===== config.mk =====
export PLATFORM = sky130hd
export DESIGN_NAME = bit_vector_store
export DESIGN_NICKNAME = d
export VERILOG_FILES = /design/src/rtl/bvs_pkg.sv /design/src/rtl/bvs_ctrl.sv /design/src/rtl/bvs_dpath.sv /design/src/rtl/bit_vector_store.sv
export SDC_FILE = /design/constraint.sdc
export NUM_CORES = 2
export LEC_CHECK = 0
export ABC_AREA = 1
export ABC_CLOCK_PERIOD_IN_PS = 6510
export BUFFER_PORTS_ARGS = -buffer_cell sky130_fd_sc_hd__buf_2
export CORE_MARGIN = 1.5
export CORE_UTILIZATION = 40
export DETAILED_ROUTE_END_ITERATION = 8
export PLACE_DENSITY_LB_ADDON = 0.1
export SYNTH_ARGS = -nofsm -noshare
export SYNTH_HDL_FRONTEND = slang
export SYNTH_HIERARCHICAL = 1
export SYNTH_SLANG_ARGS = --single-unit

===== constraint.sdc =====
create_clock -name clock -period 6.51 [get_ports clock]
set_input_delay 0.3255 -clock clock [delete_from_list [all_inputs] [get_ports clock]]
set_output_delay 0.3255 -clock clock [all_outputs]
set_load 0.02 [all_outputs]

===== src/rtl/bvs_pkg.sv =====
package bvs_pkg;

   // Storage geometry
   localparam int CapBits    = 1024;
   localparam int StoreBytes = CapBits / 8;
   localparam int AddrW      = $clog2(StoreBytes);
   localparam int LenW       = 11;
   localparam int IdxW       = 10;
   localparam int CntW       = 11;
   localparam int PosW       = 12;   // bit positions and bounds, with headroom
   localparam int PtrW       = 10;   // signed source byte pointer
   localparam int StepW      = AddrW + 1;

   typedef enum logic [3:0] {
      CMD_SET    = 4'd0,
      CMD_PUSH   = 4'd1,
      CMD_POP    = 4'd2,
      CMD_FILLR  = 4'd3,
      CMD_FILLA  = 4'd4,
      CMD_SHUP   = 4'd5,
      CMD_SHDN   = 4'd6,
      CMD_RESIZE = 4'd7,
      CMD_READ   = 4'd8
   } cmd_type;

   typedef enum logic [1:0] {
      ST_OK    = 2'd0,
      ST_RANGE = 2'd1,
      ST_EMPTY = 2'd2,
      ST_FULL  = 2'd3
   } status_type;

   typedef enum logic [1:0] {
      MODE_FILL,
      MODE_UP,
      MODE_DOWN
   } mode_type;

   typedef enum logic [2:0] {
      S_IDLE,
      S_DECODE,
      S_SWEEP,
      S_DRAIN,
      S_FETCH,
      S_DONE
   } state_type;

   typedef struct packed {
      logic [3:0]      command;
      logic [IdxW-1:0] index;
      logic [CntW-1:0] count;
      logic            bit_value;
      logic            fill_on_grow;
   } req_type;

   typedef struct packed {
      logic [1:0]      status;
      logic [LenW-1:0] length;
      logic [7:0]      byte_at_index;
   } rsp_type;

   // controller to datapath
   typedef struct packed {
      logic latch;
      logic decode;
      logic sweep;
      logic fetch;
      logic load;
   } ctl_type;

   // datapath to controller
   typedef struct packed {
      logic sweep_req;
      logic sweep_last;
      logic out_free;
   } sts_type;

endpackage


===== src/rtl/bvs_ctrl.sv =====
module bvs_ctrl (
   input  logic             clock,
   input  logic             reset,
   input  logic             req_valid,
   output logic             req_ready,
   input  bvs_pkg::sts_type sts,
   output bvs_pkg::ctl_type ctl
);
   import bvs_pkg::*;

   state_type state_ff, state_in;

   always_ff @(posedge clock) begin
      if (reset) begin
         state_ff <= S_IDLE;
      end else begin
         state_ff <= state_in;
      end
   end

   // next state
   always_comb begin
      state_in = state_ff;
      unique case (state_ff)
         S_IDLE: begin
            if (req_valid) state_in = S_DECODE;
         end
         S_DECODE: begin
            state_in = sts.sweep_req ? S_SWEEP : S_FETCH;
         end
         S_SWEEP: begin
            if (sts.sweep_last) state_in = S_DRAIN;
         end
         S_DRAIN: state_in = S_FETCH;
         S_FETCH: state_in = S_DONE;
         S_DONE: begin
            if (sts.out_free) state_in = S_IDLE;
         end
         default: state_in = S_IDLE;
      endcase
   end

   // outputs
   always_comb begin
      ctl       = '0;
      req_ready = 1'b0;
      unique case (state_ff)
         S_IDLE: begin
            req_ready = 1'b1;
            ctl.latch = req_valid;
         end
         S_DECODE: ctl.decode = 1'b1;
         S_SWEEP:  ctl.sweep  = 1'b1;
         S_DRAIN:  ;
         S_FETCH:  ctl.fetch  = 1'b1;
         S_DONE:   ctl.load   = sts.out_free;
         default:  ;
      endcase
   end

endmodule


===== src/rtl/bvs_dpath.sv =====
module bvs_dpath (
   input  logic             clock,
   input  logic             reset,
   input  bvs_pkg::ctl_type ctl,
   output bvs_pkg::sts_type sts,
   input  bvs_pkg::req_type req_data,
   output logic             rsp_valid,
   input  logic             rsp_ready,
   output bvs_pkg::rsp_type rsp_data
);
   import bvs_pkg::*;

   // byte store with per-byte valid bits (invalid reads as zero)
   logic [7:0]            mem [StoreBytes];
   logic [StoreBytes-1:0] vld_ff;

   req_type               item_ff;
   logic [LenW-1:0]       len_ff;
   logic [1:0]            status_ff;

   // decoded sweep setup
   logic [PosW-1:0]       lo_ff, hi_ff;
   logic signed [PosW-1:0] limit_ff;
   mode_type              mode_ff;
   logic [2:0]            r_ff;
   logic                  desc_ff;
   logic [StepW-1:0]      last_ff, step_ff;
   logic [PtrW-1:0]       src_ptr_ff;
   logic [AddrW-1:0]      dst_rd_ff;

   // pipeline
   logic                  wr_pend_ff;
   logic [AddrW-1:0]      wr_addr_ff;
   logic [7:0]            a_data_ff, b_data_ff, prev_a_ff;
   logic                  a_ok_ff, b_ok_ff;
   logic [7:0]            a_byte, b_byte, new_byte;
   logic [AddrW-1:0]      b_addr;

   rsp_type               rsp_ff;
   logic                  rsp_valid_ff;

   // decode results
   logic [1:0]            d_status;
   logic [LenW-1:0]       d_len;
   logic [PosW-1:0]       d_lo, d_hi, d_hm1;
   mode_type              d_mode;
   logic                  d_wr, d_sweep;
   logic [AddrW-1:0]      d_blo, d_bhi;
   logic [PosW-1:0]       idx_x, cnt_x, len_x;

   // command decode
   always_comb begin
      idx_x    = PosW'(item_ff.index);
      cnt_x    = PosW'(item_ff.count);
      len_x    = PosW'(len_ff);
      d_status = ST_OK;
      d_len    = len_ff;
      d_lo     = '0;
      d_hi     = '0;
      d_mode   = MODE_FILL;
      d_wr     = 1'b0;
      unique case (item_ff.command) inside
         CMD_SET: begin
            if (idx_x >= len_x) begin
               d_status = ST_RANGE;
            end else begin
               d_lo = idx_x;
               d_hi = idx_x + PosW'(1);
               d_wr = 1'b1;
            end
         end
         CMD_PUSH: begin
            if (len_x >= PosW'(CapBits)) begin
               d_status = ST_FULL;
            end else begin
               d_lo  = len_x;
               d_hi  = len_x + PosW'(1);
               d_len = len_ff + LenW'(1);
               d_wr  = 1'b1;
            end
         end
         CMD_POP: begin
            if (len_ff == '0) d_status = ST_EMPTY;
            else d_len = len_ff - LenW'(1);
         end
         CMD_FILLR: begin
            if (item_ff.count != '0) begin
               if (idx_x + cnt_x > len_x) begin
                  d_status = ST_RANGE;
               end else begin
                  d_lo = idx_x;
                  d_hi = idx_x + cnt_x;
                  d_wr = 1'b1;
               end
            end
         end
         CMD_FILLA: begin
            d_hi = len_x;
            d_wr = 1'b1;
         end
         CMD_SHUP, CMD_SHDN: begin
            if (item_ff.count != '0) begin
               d_hi   = len_x;
               d_mode = (item_ff.command == CMD_SHUP) ? MODE_UP : MODE_DOWN;
               d_wr   = 1'b1;
            end
         end
         CMD_RESIZE: begin
            if (cnt_x > PosW'(CapBits)) begin
               d_status = ST_FULL;
            end else begin
               d_len = item_ff.count;
               if (cnt_x > len_x && item_ff.fill_on_grow) begin
                  d_lo = len_x;
                  d_hi = cnt_x;
                  d_wr = 1'b1;
               end
            end
         end
         CMD_READ: ;
         default: d_status = ST_RANGE;
      endcase
      d_sweep = d_wr && (d_hi > d_lo);
      d_hm1   = d_hi - PosW'(1);
      d_blo   = d_lo[AddrW+2:3];
      d_bhi   = d_hm1[AddrW+2:3];
   end

   assign sts.sweep_req  = d_sweep;
   assign sts.sweep_last = (step_ff == last_ff);
   assign sts.out_free   = !rsp_valid_ff || rsp_ready;

   // item, length and setup registers
   always_ff @(posedge clock) begin
      if (reset) begin
         len_ff <= '0;
      end else if (ctl.decode) begin
         len_ff <= d_len;
      end
   end

   always_ff @(posedge clock) begin
      if (ctl.latch) item_ff <= req_data;
      if (ctl.decode) begin
         status_ff <= d_status;
         lo_ff     <= d_lo;
         hi_ff     <= d_hi;
         limit_ff  <= $signed(len_x) - $signed(cnt_x);
         mode_ff   <= d_mode;
         r_ff      <= item_ff.count[2:0];
         desc_ff   <= (d_mode == MODE_UP);
         last_ff   <= StepW'(d_bhi) - StepW'(d_blo) + StepW'(1);
         step_ff   <= '0;
         if (d_mode == MODE_UP) begin
            src_ptr_ff <= PtrW'(d_bhi) - PtrW'(item_ff.count[CntW-1:3]);
            dst_rd_ff  <= d_bhi + AddrW'(1);
         end else begin
            src_ptr_ff <= PtrW'(d_blo) + PtrW'(item_ff.count[CntW-1:3]);
            dst_rd_ff  <= d_blo - AddrW'(1);
         end
      end else if (ctl.sweep) begin
         step_ff    <= step_ff + StepW'(1);
         src_ptr_ff <= desc_ff ? src_ptr_ff - PtrW'(1) : src_ptr_ff + PtrW'(1);
         dst_rd_ff  <= desc_ff ? dst_rd_ff - AddrW'(1) : dst_rd_ff + AddrW'(1);
      end
   end

   // write pipeline: a write lands in the cycle after its reads
   always_ff @(posedge clock) begin
      if (reset) begin
         wr_pend_ff <= 1'b0;
      end else begin
         wr_pend_ff <= ctl.sweep && (step_ff != '0);
      end
   end

   always_ff @(posedge clock) begin
      wr_addr_ff <= dst_rd_ff;
      prev_a_ff  <= a_byte;
   end

   assign b_addr = ctl.fetch ? item_ff.index[IdxW-1:3] : dst_rd_ff;

   // memory ports
   always_ff @(posedge clock) begin
      a_data_ff <= mem[src_ptr_ff[AddrW-1:0]];
      if (ctl.sweep || ctl.fetch) b_data_ff <= mem[b_addr];
      if (wr_pend_ff) mem[wr_addr_ff] <= new_byte;
   end

   always_ff @(posedge clock) begin
      if (reset) begin
         vld_ff  <= '0;
         a_ok_ff <= 1'b0;
         b_ok_ff <= 1'b0;
      end else begin
         a_ok_ff <= (src_ptr_ff[PtrW-1:AddrW] == '0) && vld_ff[src_ptr_ff[AddrW-1:0]];
         if (ctl.sweep || ctl.fetch) b_ok_ff <= vld_ff[b_addr];
         if (wr_pend_ff) vld_ff[wr_addr_ff] <= 1'b1;
      end
   end

   assign a_byte = a_ok_ff ? a_data_ff : 8'h00;
   assign b_byte = b_ok_ff ? b_data_ff : 8'h00;

   // merge one destination byte
   always_comb begin
      logic [15:0]     up16, dn16;
      logic [PosW-1:0] pos;
      logic            fbit;
      up16     = {prev_a_ff, a_byte} << r_ff;
      dn16     = {a_byte, prev_a_ff} >> r_ff;
      new_byte = b_byte;
      for (int b = 0; b < 8; b++) begin
         pos = PosW'({wr_addr_ff, 3'(b)});
         case (mode_ff)
            MODE_UP:   fbit = up16[8+b];
            MODE_DOWN: fbit = dn16[b] && ($signed(pos) < limit_ff);
            default:   fbit = item_ff.bit_value;
         endcase
         if (pos >= lo_ff && pos < hi_ff) new_byte[b] = fbit;
      end
   end

   // result register
   always_ff @(posedge clock) begin
      if (reset) begin
         rsp_valid_ff <= 1'b0;
      end else if (ctl.load) begin
         rsp_valid_ff <= 1'b1;
      end else if (rsp_ready) begin
         rsp_valid_ff <= 1'b0;
      end
   end

   always_ff @(posedge clock) begin
      if (ctl.load) begin
         rsp_ff.status        <= status_ff;
         rsp_ff.length        <= len_ff;
         rsp_ff.byte_at_index <= b_byte;
      end
   end

   assign rsp_valid = rsp_valid_ff;
   assign rsp_data  = rsp_ff;

endmodule


===== src/rtl/bit_vector_store.sv =====
// Bit vector store: a vector of up to 1024 bits held in 128 bytes.
// Command words come in on req_valid/req_ready (req_data), one result word
// per command leaves on rsp_valid/rsp_ready (rsp_data): status, length after
// the command, and the stored byte holding bit req_data.index.
// One command is in work at a time. A command that writes no storage is
// decoded, reads the indexed byte and then loads its result; the next
// command is accepted once the block is back in idle. A writing command
// walks the bytes it touches one per cycle through a two-read, one-write
// byte memory, drains its last write and then finishes like the others.
// The byte walk sets the throughput.
// Reset empties the vector and marks every byte as zero through per-byte
// valid bits; no clearing pass is needed and req_ready rises at once.
// The result sits in an output register; the next command is accepted while
// it waits, and the block holds its following result until rsp_ready
// frees that register.
module bit_vector_store (
   input  logic             clock,
   input  logic             reset,
   input  logic             req_valid,
   output logic             req_ready,
   input  bvs_pkg::req_type req_data,
   output logic             rsp_valid,
   input  logic             rsp_ready,
   output bvs_pkg::rsp_type rsp_data
);
   import bvs_pkg::*;

   ctl_type ctl;
   sts_type sts;

   bvs_ctrl u_ctrl (
      .clock     (clock),
      .reset     (reset),
      .req_valid (req_valid),
      .req_ready (req_ready),
      .sts       (sts),
      .ctl       (ctl)
   );

   bvs_dpath u_dpath (
      .clock     (clock),
      .reset     (reset),
      .ctl       (ctl),
      .sts       (sts),
      .req_data  (req_data),
      .rsp_valid (rsp_valid),
      .rsp_ready (rsp_ready),
      .rsp_data  (rsp_data)
   );

endmodule

# [After elaboration in Yosys (flattened, before gate mapping)]
# Memory sizes are Yosys's and may differ from the RTL's. A register that Yosys moved wholly into a read port is not among the register bits.
# Index checks and enable logic that the tools add are counted.
[totals] ff_bits=286 mem_bits_rw=1024 in_bits=31 out_inout_bits=23 elab_cells=229 mem_count=1
[memory_table] name="u_dpath.mem" words=128 word_bits=8 read_ports=2 rd_clocked_by_memory_dff=2 wr=1 line_no="bvs_dpath.sv:14" source="logic [7:0] mem [StoreBytes];"
[classes] n_addsub=18 order_cmp=34 n_eq_ne=23 shifts=2 muxes=85 bitwise_logic=1 n_reduce_logical=37
[ops] cell="OR 128 bit" count=1
[ops] cell="greater-or-equal comparator 10 x 12 -> 1 bit" count=8
[ops] cell="less-than comparator 10 x 12 -> 1 bit" count=8
[ops] cell="less-than comparator 11 x 12 -> 1 bit" count=8
[ops] cell="2-to-1 mux 12 bit" count=7
[ops] cell="2-to-1 mux 11 bit" count=7
[ops] cell="case mux 12 bit (6 select lines)" count=1
[ops] cell="2-to-1 mux 10 bit" count=6
[ops] cell="case mux 12 bit (4 select lines)" count=1
[ops] cell="2-to-1 mux 7 bit" count=5
[ops] cell="case mux 11 bit (3 select lines)" count=1
[ops] cell="2-to-1 mux 1 bit" count=30
[ops] cell="less-than comparator 7 x 8 -> 1 bit (second input constant)" count=3
[ops] cell="logical AND 1 bit" count=21
[ops] cell="subtractor 10 x 1 -> 10 bit (second input constant)" count=2
[ops] cell="case mux 3 bit (6 select lines)" count=1
[ops] cell="adder 8 x 1 -> 8 bit (second input constant)" count=2
[ops] cell="equality test 4 x 3 -> 1 bit (second input constant)" count=4
[ops] cell="2-to-1 mux 8 bit" count=2
[ops] cell="case mux 1 bit (2 select lines)" count=8
[ops] cell="<< shifter 16 x 3 -> 16 bit" count=1
[ops] cell="right shift 16 x 3 -> 8 bit" count=1
[ops] cell="adder 7 x 1 -> 7 bit (second input constant)" count=2
[ops] cell="binary-select mux 1 bit (select 7 bit)" count=2
[ops] cell="other kinds (47)" count=68

# [Logic depth before layout (Yosys ltp)]
[logic_depth] word_depth=9 depth_mapped=39 depth_no_buf=39

# [Hierarchy]
# The synthesis kept the hierarchy.
[by_module_without_submodules] module="bvs_dpath" instances=1 cells_each=7376 area_per_inst_um2=67960.2 seq_area_each_um2=37926.4
[by_module_without_submodules] module="bvs_ctrl" instances=1 cells_each=32 area_per_inst_um2=217.7 seq_area_each_um2=60.1

# [Worst setup path after synthesis]
# Ideal clock, no wire load.
[synth_path] path_kind="reg-to-reg" from="register u_dpath.wr_addr_ff[2]" to="memory u_dpath.mem[0][1], data pin" setup_ns=0.969 arrival_time_ns=5.567 required_ns=5.541 path_slack_ns=-0.026 stages_incl_launch_ff=11 n_path_buf=0 period_less_slack_ns=6.536 path_cell_list="dfxtp_1 ha_1 a21oi_1 o21ai_0 nand4_1 nand2_1 a21oi_1 o21ai_0 o31ai_1 nand2_1 a31oi_1"
[synth_via] elab_chain_cells=4 elab_cells_between_ends=7 classes_between="order compare (3); mux (2); reduce/logical (2)"
[synth_rtl] item="start: declaration" line_no="bvs_dpath.sv:33" source="logic [AddrW-1:0] wr_addr_ff;"
[synth_rtl] item="start signal: assignment" line_no="bvs_dpath.sv:178" source="wr_addr_ff <= dst_rd_ff;"
[synth_rtl] item="less-than comparator 11 x 12 -> 1 bit" line_no="bvs_dpath.sv:218" source="MODE_DOWN: fbit = dn16[b] && ($signed(pos) < limit_ff);"
[synth_rtl] item="logical AND 1 bit" line_no="bvs_dpath.sv:218"
[synth_rtl] item="case mux 1 bit (2 select lines)" line_no="bvs_dpath.sv:216" source="case (mode_ff)"
[synth_rtl] item="2-to-1 mux 1 bit *" line_no="bvs_dpath.sv:221" source="if (pos >= lo_ff && pos < hi_ff) new_byte[b] = fbit;"
[synth_rtl] item="via u_dpath.new_byte[1]" line_no="bvs_dpath.sv:36" source="logic [7:0] a_byte, b_byte, new_byte;"
[synth_rtl] item="end: declaration" line_no="bvs_dpath.sv:14"
# The timed path passes the listed nets; every way through them passes the cells marked *.

# [Final worst setup path]
[layout_path] from="register u_dpath.item_ff (netlist bit u_dpath/idx_x[0])" to="register u_dpath.last_ff[7], data pin"
[layout_via] elab_chain_cells=8 elab_cells_between_ends=15 classes_between="add/sub (5); order compare (2); mux (8)"
[layout_rtl] item="start: declaration" line_no="bvs_dpath.sv:17" source="req_type item_ff;"
[layout_rtl] item="start signal: assignment" line_no="bvs_dpath.sv:143" source="if (ctl.latch) item_ff <= req_data;"
[layout_rtl] item="adder 10 x 11 -> 12 bit" line_no="bvs_dpath.sv:88, bvs_dpath.sv:92"
[layout_rtl] item="greater-than comparator 12 x 11 -> 1 bit" line_no="bvs_dpath.sv:88" source="if (idx_x + cnt_x > len_x) begin"
[layout_rtl] item="2-to-1 mux 12 bit" line_no="bvs_dpath.sv:88"
[layout_rtl] item="2-to-1 mux 12 bit" line_no="bvs_dpath.sv:87" source="if (item_ff.count != '0) begin"
[layout_rtl] item="case mux 12 bit (6 select lines) *" line_no="bvs_dpath.sv:62" source="unique case (item_ff.command) inside"
[layout_rtl] item="via u_dpath.d_hi[1]" line_no="bvs_dpath.sv:45" source="logic [PosW-1:0] d_lo, d_hi, d_hm1;"
[layout_rtl] item="subtractor 10 x 1 -> 10 bit *" line_no="bvs_dpath.sv:124" source="d_hm1 = d_hi - PosW'(1);"
[layout_rtl] item="subtractor 7 x 7 -> 8 bit *" line_no="bvs_dpath.sv:152" source="last_ff <= StepW'(d_bhi) - StepW'(d_blo) + StepW'(1);"
[layout_rtl] item="adder 8 x 1 -> 8 bit *" line_no="bvs_dpath.sv:152"
[layout_rtl] item="end signal: assignment" line_no="bvs_dpath.sv:152"
[layout_rtl] item="end: declaration" line_no="bvs_dpath.sv:27" source="logic [StepW-1:0] last_ff, step_ff;"
# Marked as above.
# A chain may end at the register's enable or synchronous reset.

==> key figures <==
Clocking
  – H-tree depth: 4
  – Clk buf depth: 3
  – Total clock sinks: 1324
  – Postcts setup bufs: 0
  – CTS Buf Count: 155
  – Post-CTS resize count: 0
  – Worst skew pair latency: 0.81 ns
  – Root Driver: clkbuf_16
  – CTS clock-pin slew for the worst setup and hold paths: 0.05 ns
  – CTS tree: yes

GRT
  – Tot GR Track Use: 0.2984
  – Number of global-route vias before repair: 55.43k
  – Global-route wire length before repair: 384100 µm
  – GR Overflow Total: 0
  – Largest net degree at the start of global routing: 157
  – Initial antenna violation count: 8

Synthesis
  – Synth area leaders: edfxtp_1 (51%), nor2_1 (11%), o21ai_0 (9.4%)
  – #FFs+latches synth: 1324
  – Ys Warns: 6
  – Share of the yosys chip area belonging to registers: 0.5572
  – EDFF count, synth: 1147
  – Synth cell types: 67
  – Mapped Cells: 7408
  – Post-synth ARST share: 0
  – Netlist Area Pre-Place: 0.06818 mm²
  – Avg Cell Area, Syn: 9.203 µm²
  – Dominant synthesized flop cell: edfxtp_1
  – Post-Syn Nets: 7582
  – Yosys top cell area share: 0.5052
  – Top cell type by total area after synthesis: edfxtp_1

STA
  – Final period util: 0.9201
  – Max Slew Vio Count: 32
  – Clock skew: 0.03211 ns
  – Slew margin rel.: -0.009383
  – Unrepaired setup endpoints after global routing: no
  – Final hold violations: 0
  – Tmin final: 5.990 ns
  – Count of final setup violators: 0
  – Worst-margin pin slew: 1.514 ns
  – Fmax: 0.1669 GHz
  – Post-Route Setup TNS: 0 ns

Floorplanning
  – Die H: 415.9 µm
  – Die ar.: 0.1729 mm²
  – Chip width: 415.9 µm
  – Initial Util: 0.4027
  – Site row count: 151
  – IO Count: 54
  – Core area: 0.1693 mm²

Route
  – Initial DRC count: 7604
  – Post-route ant nets: 0
  – Via Count: 59.35k
  – DR pass1 iterations: 8
  – Drt wl/cell: 27.55 µm
  – Post-route DRC: 0
  – Vias per cell: 6.158
  – Post-Route WL: 265500 µm

Place
  – Placed Area: 0.07103 mm²
  – Dpl cells: 9318
  – Final RePlAce weighted congestion: 0.9596
  – Port Buffers: 53
  – Dpl hpwl: 162700 µm

Critical path
  – Startpoint type of the worst setup path: register
  – WP data arrival: 6.51 ns
  – Top cell by count, worst path: ha_1
  – CP Class: reg2reg
  – CP max stage cell: fa_1
  – CP max FO: 10
  – Worst EP required: 7.04 ns
  – Slack of the worst reg-to-reg path: 0.52 ns
  – Slowest stage delay, CP: 0.47 ns
  – CP Capture Type: register

Finish
  – Design Area, Final: 0.07649 mm²
  – Final net count: 7460
  – Final std cells w/o fill: 9637
  – Area Growth Syn to Fin: 12.20%
  – Commonest non-fill, non-tap cell in the layout: nor2_1
  – Most frequent cells in the layout: nor2_1 (1966), o21ai_0 (1280), edfxtp_1 (1147), o22ai_1 (440), nand2_1 (376)
  – Share of layout cells above drive strength 1: 0.07604

Run status
  – Status: complete, but fails checks
  – Violations in the final reports: max-capacitance violations, max-slew violations

Min path
  – Worst hold path type: in2reg

Power
  – Power per cell area: 477.5 mW/mm²
  – Peak VDD IR: 0.0004176 V
  – LEAKAGE: 26.31 nW

Run
  – Maxcap violations: 1
synthesized netlist by cell type, types with 69 or more instances:
master	n
inv_1	306
nor2_1	1968
edfxtp_1	1147
ha_1	135
o311ai_0	109
clkbuf_1	448
o21ai_0	1281
buf_2	69
a21oi_1	164
o221ai_1	77
o211ai_1	139
nand3_1	152
nand2_1	377
dfxtp_1	177
o22ai_1	440
flip-flops by register name, indices dropped and copies added, names as in the netlist, 10 cells and up:
name / flops
u_dpath/lo_ff: 11
u_dpath/idx_x: 10
u_dpath/limit_ff: 12
u_dpath/src_ptr_ff: 10
u_dpath/rsp_data: 21
u_dpath/hi_ff: 12
u_dpath/cnt_x: 11
u_dpath/len_ff: 11
u_dpath/mem: 1024
u_dpath/vld_ff: 128
metrics by stage:
stage                       util  setup WS (ns)  hold WS (ns)  total power [mW]
final                     0.4519         0.5201       0.03527             36.53
after global routing      0.4519        0.07185       0.04963             37.91
after CTS                 0.4518         0.5867       0.03953             36.22
after detailed placement  0.4196         0.6049        0.3938             27.27
after global placement    0.4195         0.7130        0.3977             27.24
after floorplan                -         0.2147        0.3703             20.53
final timing paths:
kind / start / to / cells after the start
worst min register to register: u_dpath/dst_rd_ff[1] / u_dpath/wr_addr_ff[1] / 0
worst min-delay path: reset / u_dpath/vld_ff[65] / 2
worst max register to register: u_dpath/idx_x[0] / u_dpath/last_ff[7] / 28
worst max-delay path: u_dpath/idx_x[0] / u_dpath/last_ff[7] / 28
metal layers:
| metal | routed length, µm | track usage |
|---|---|---|
| met5 | 23 | 0 |
| met1 | 111800 | 0.4157 |
| met2 | 118600 | 0.4594 |
| met4 | 11490 | 0.1258 |
| met3 | 23570 | 0.04959 |
power by group:
group / switching [mW] / leakage, nW / internal, mW
combinational: 12.4 / 11.8 / 4.14
clock: 3.61 / 2.54 / 5.31
sequential: 0.306 / 12.0 / 10.8
total: 16.3 / 26.3 / 20.3
what timing repair did:
item | CTS | global route
endpoints found under the setup margin | 0 | 0
hold buffers | 29 | 0
endpoints found under the hold margin | 30 | 0
worst max-delay path: cells and delay by family (launching register included):
kind                       cells  cell delay (ns)
AOI/OAI and AO/OA              6             1.15
and+or+nand+nor               11             1.81
DFF                            1             0.39
buffers and inverters          3             0.18
adders and majority gates      6             1.85
xor gates and xnor gates       2             0.34
logic make-up (layout without fill, tap and decap cells):
family	after synthesis	count (layout)	share of synthesized area
xor+xnor	60	60	0.007708
flops	1324	1324	0.5572
fa+ha+maj	143	143	0.02712
simple gates	2635	2635	0.1544
other cells	1	3	0.00005500
mux	1	1	0.0001468
compound gates	2371	2371	0.2038
buf+inv	873	882	0.04961
area by class of cell:
class,instances,area [µm²]
clock inverter,70,763.2
timing repair buffer,261,2285
fill,15937,92790
inverter,333,1289
sequential,1324,37990
antenna,2,5.005
clock buffer,218,4404
multi-input combinational,5211,26990
tap,2218,2775
Note: power is estimated with default switching activity, not from simulation.
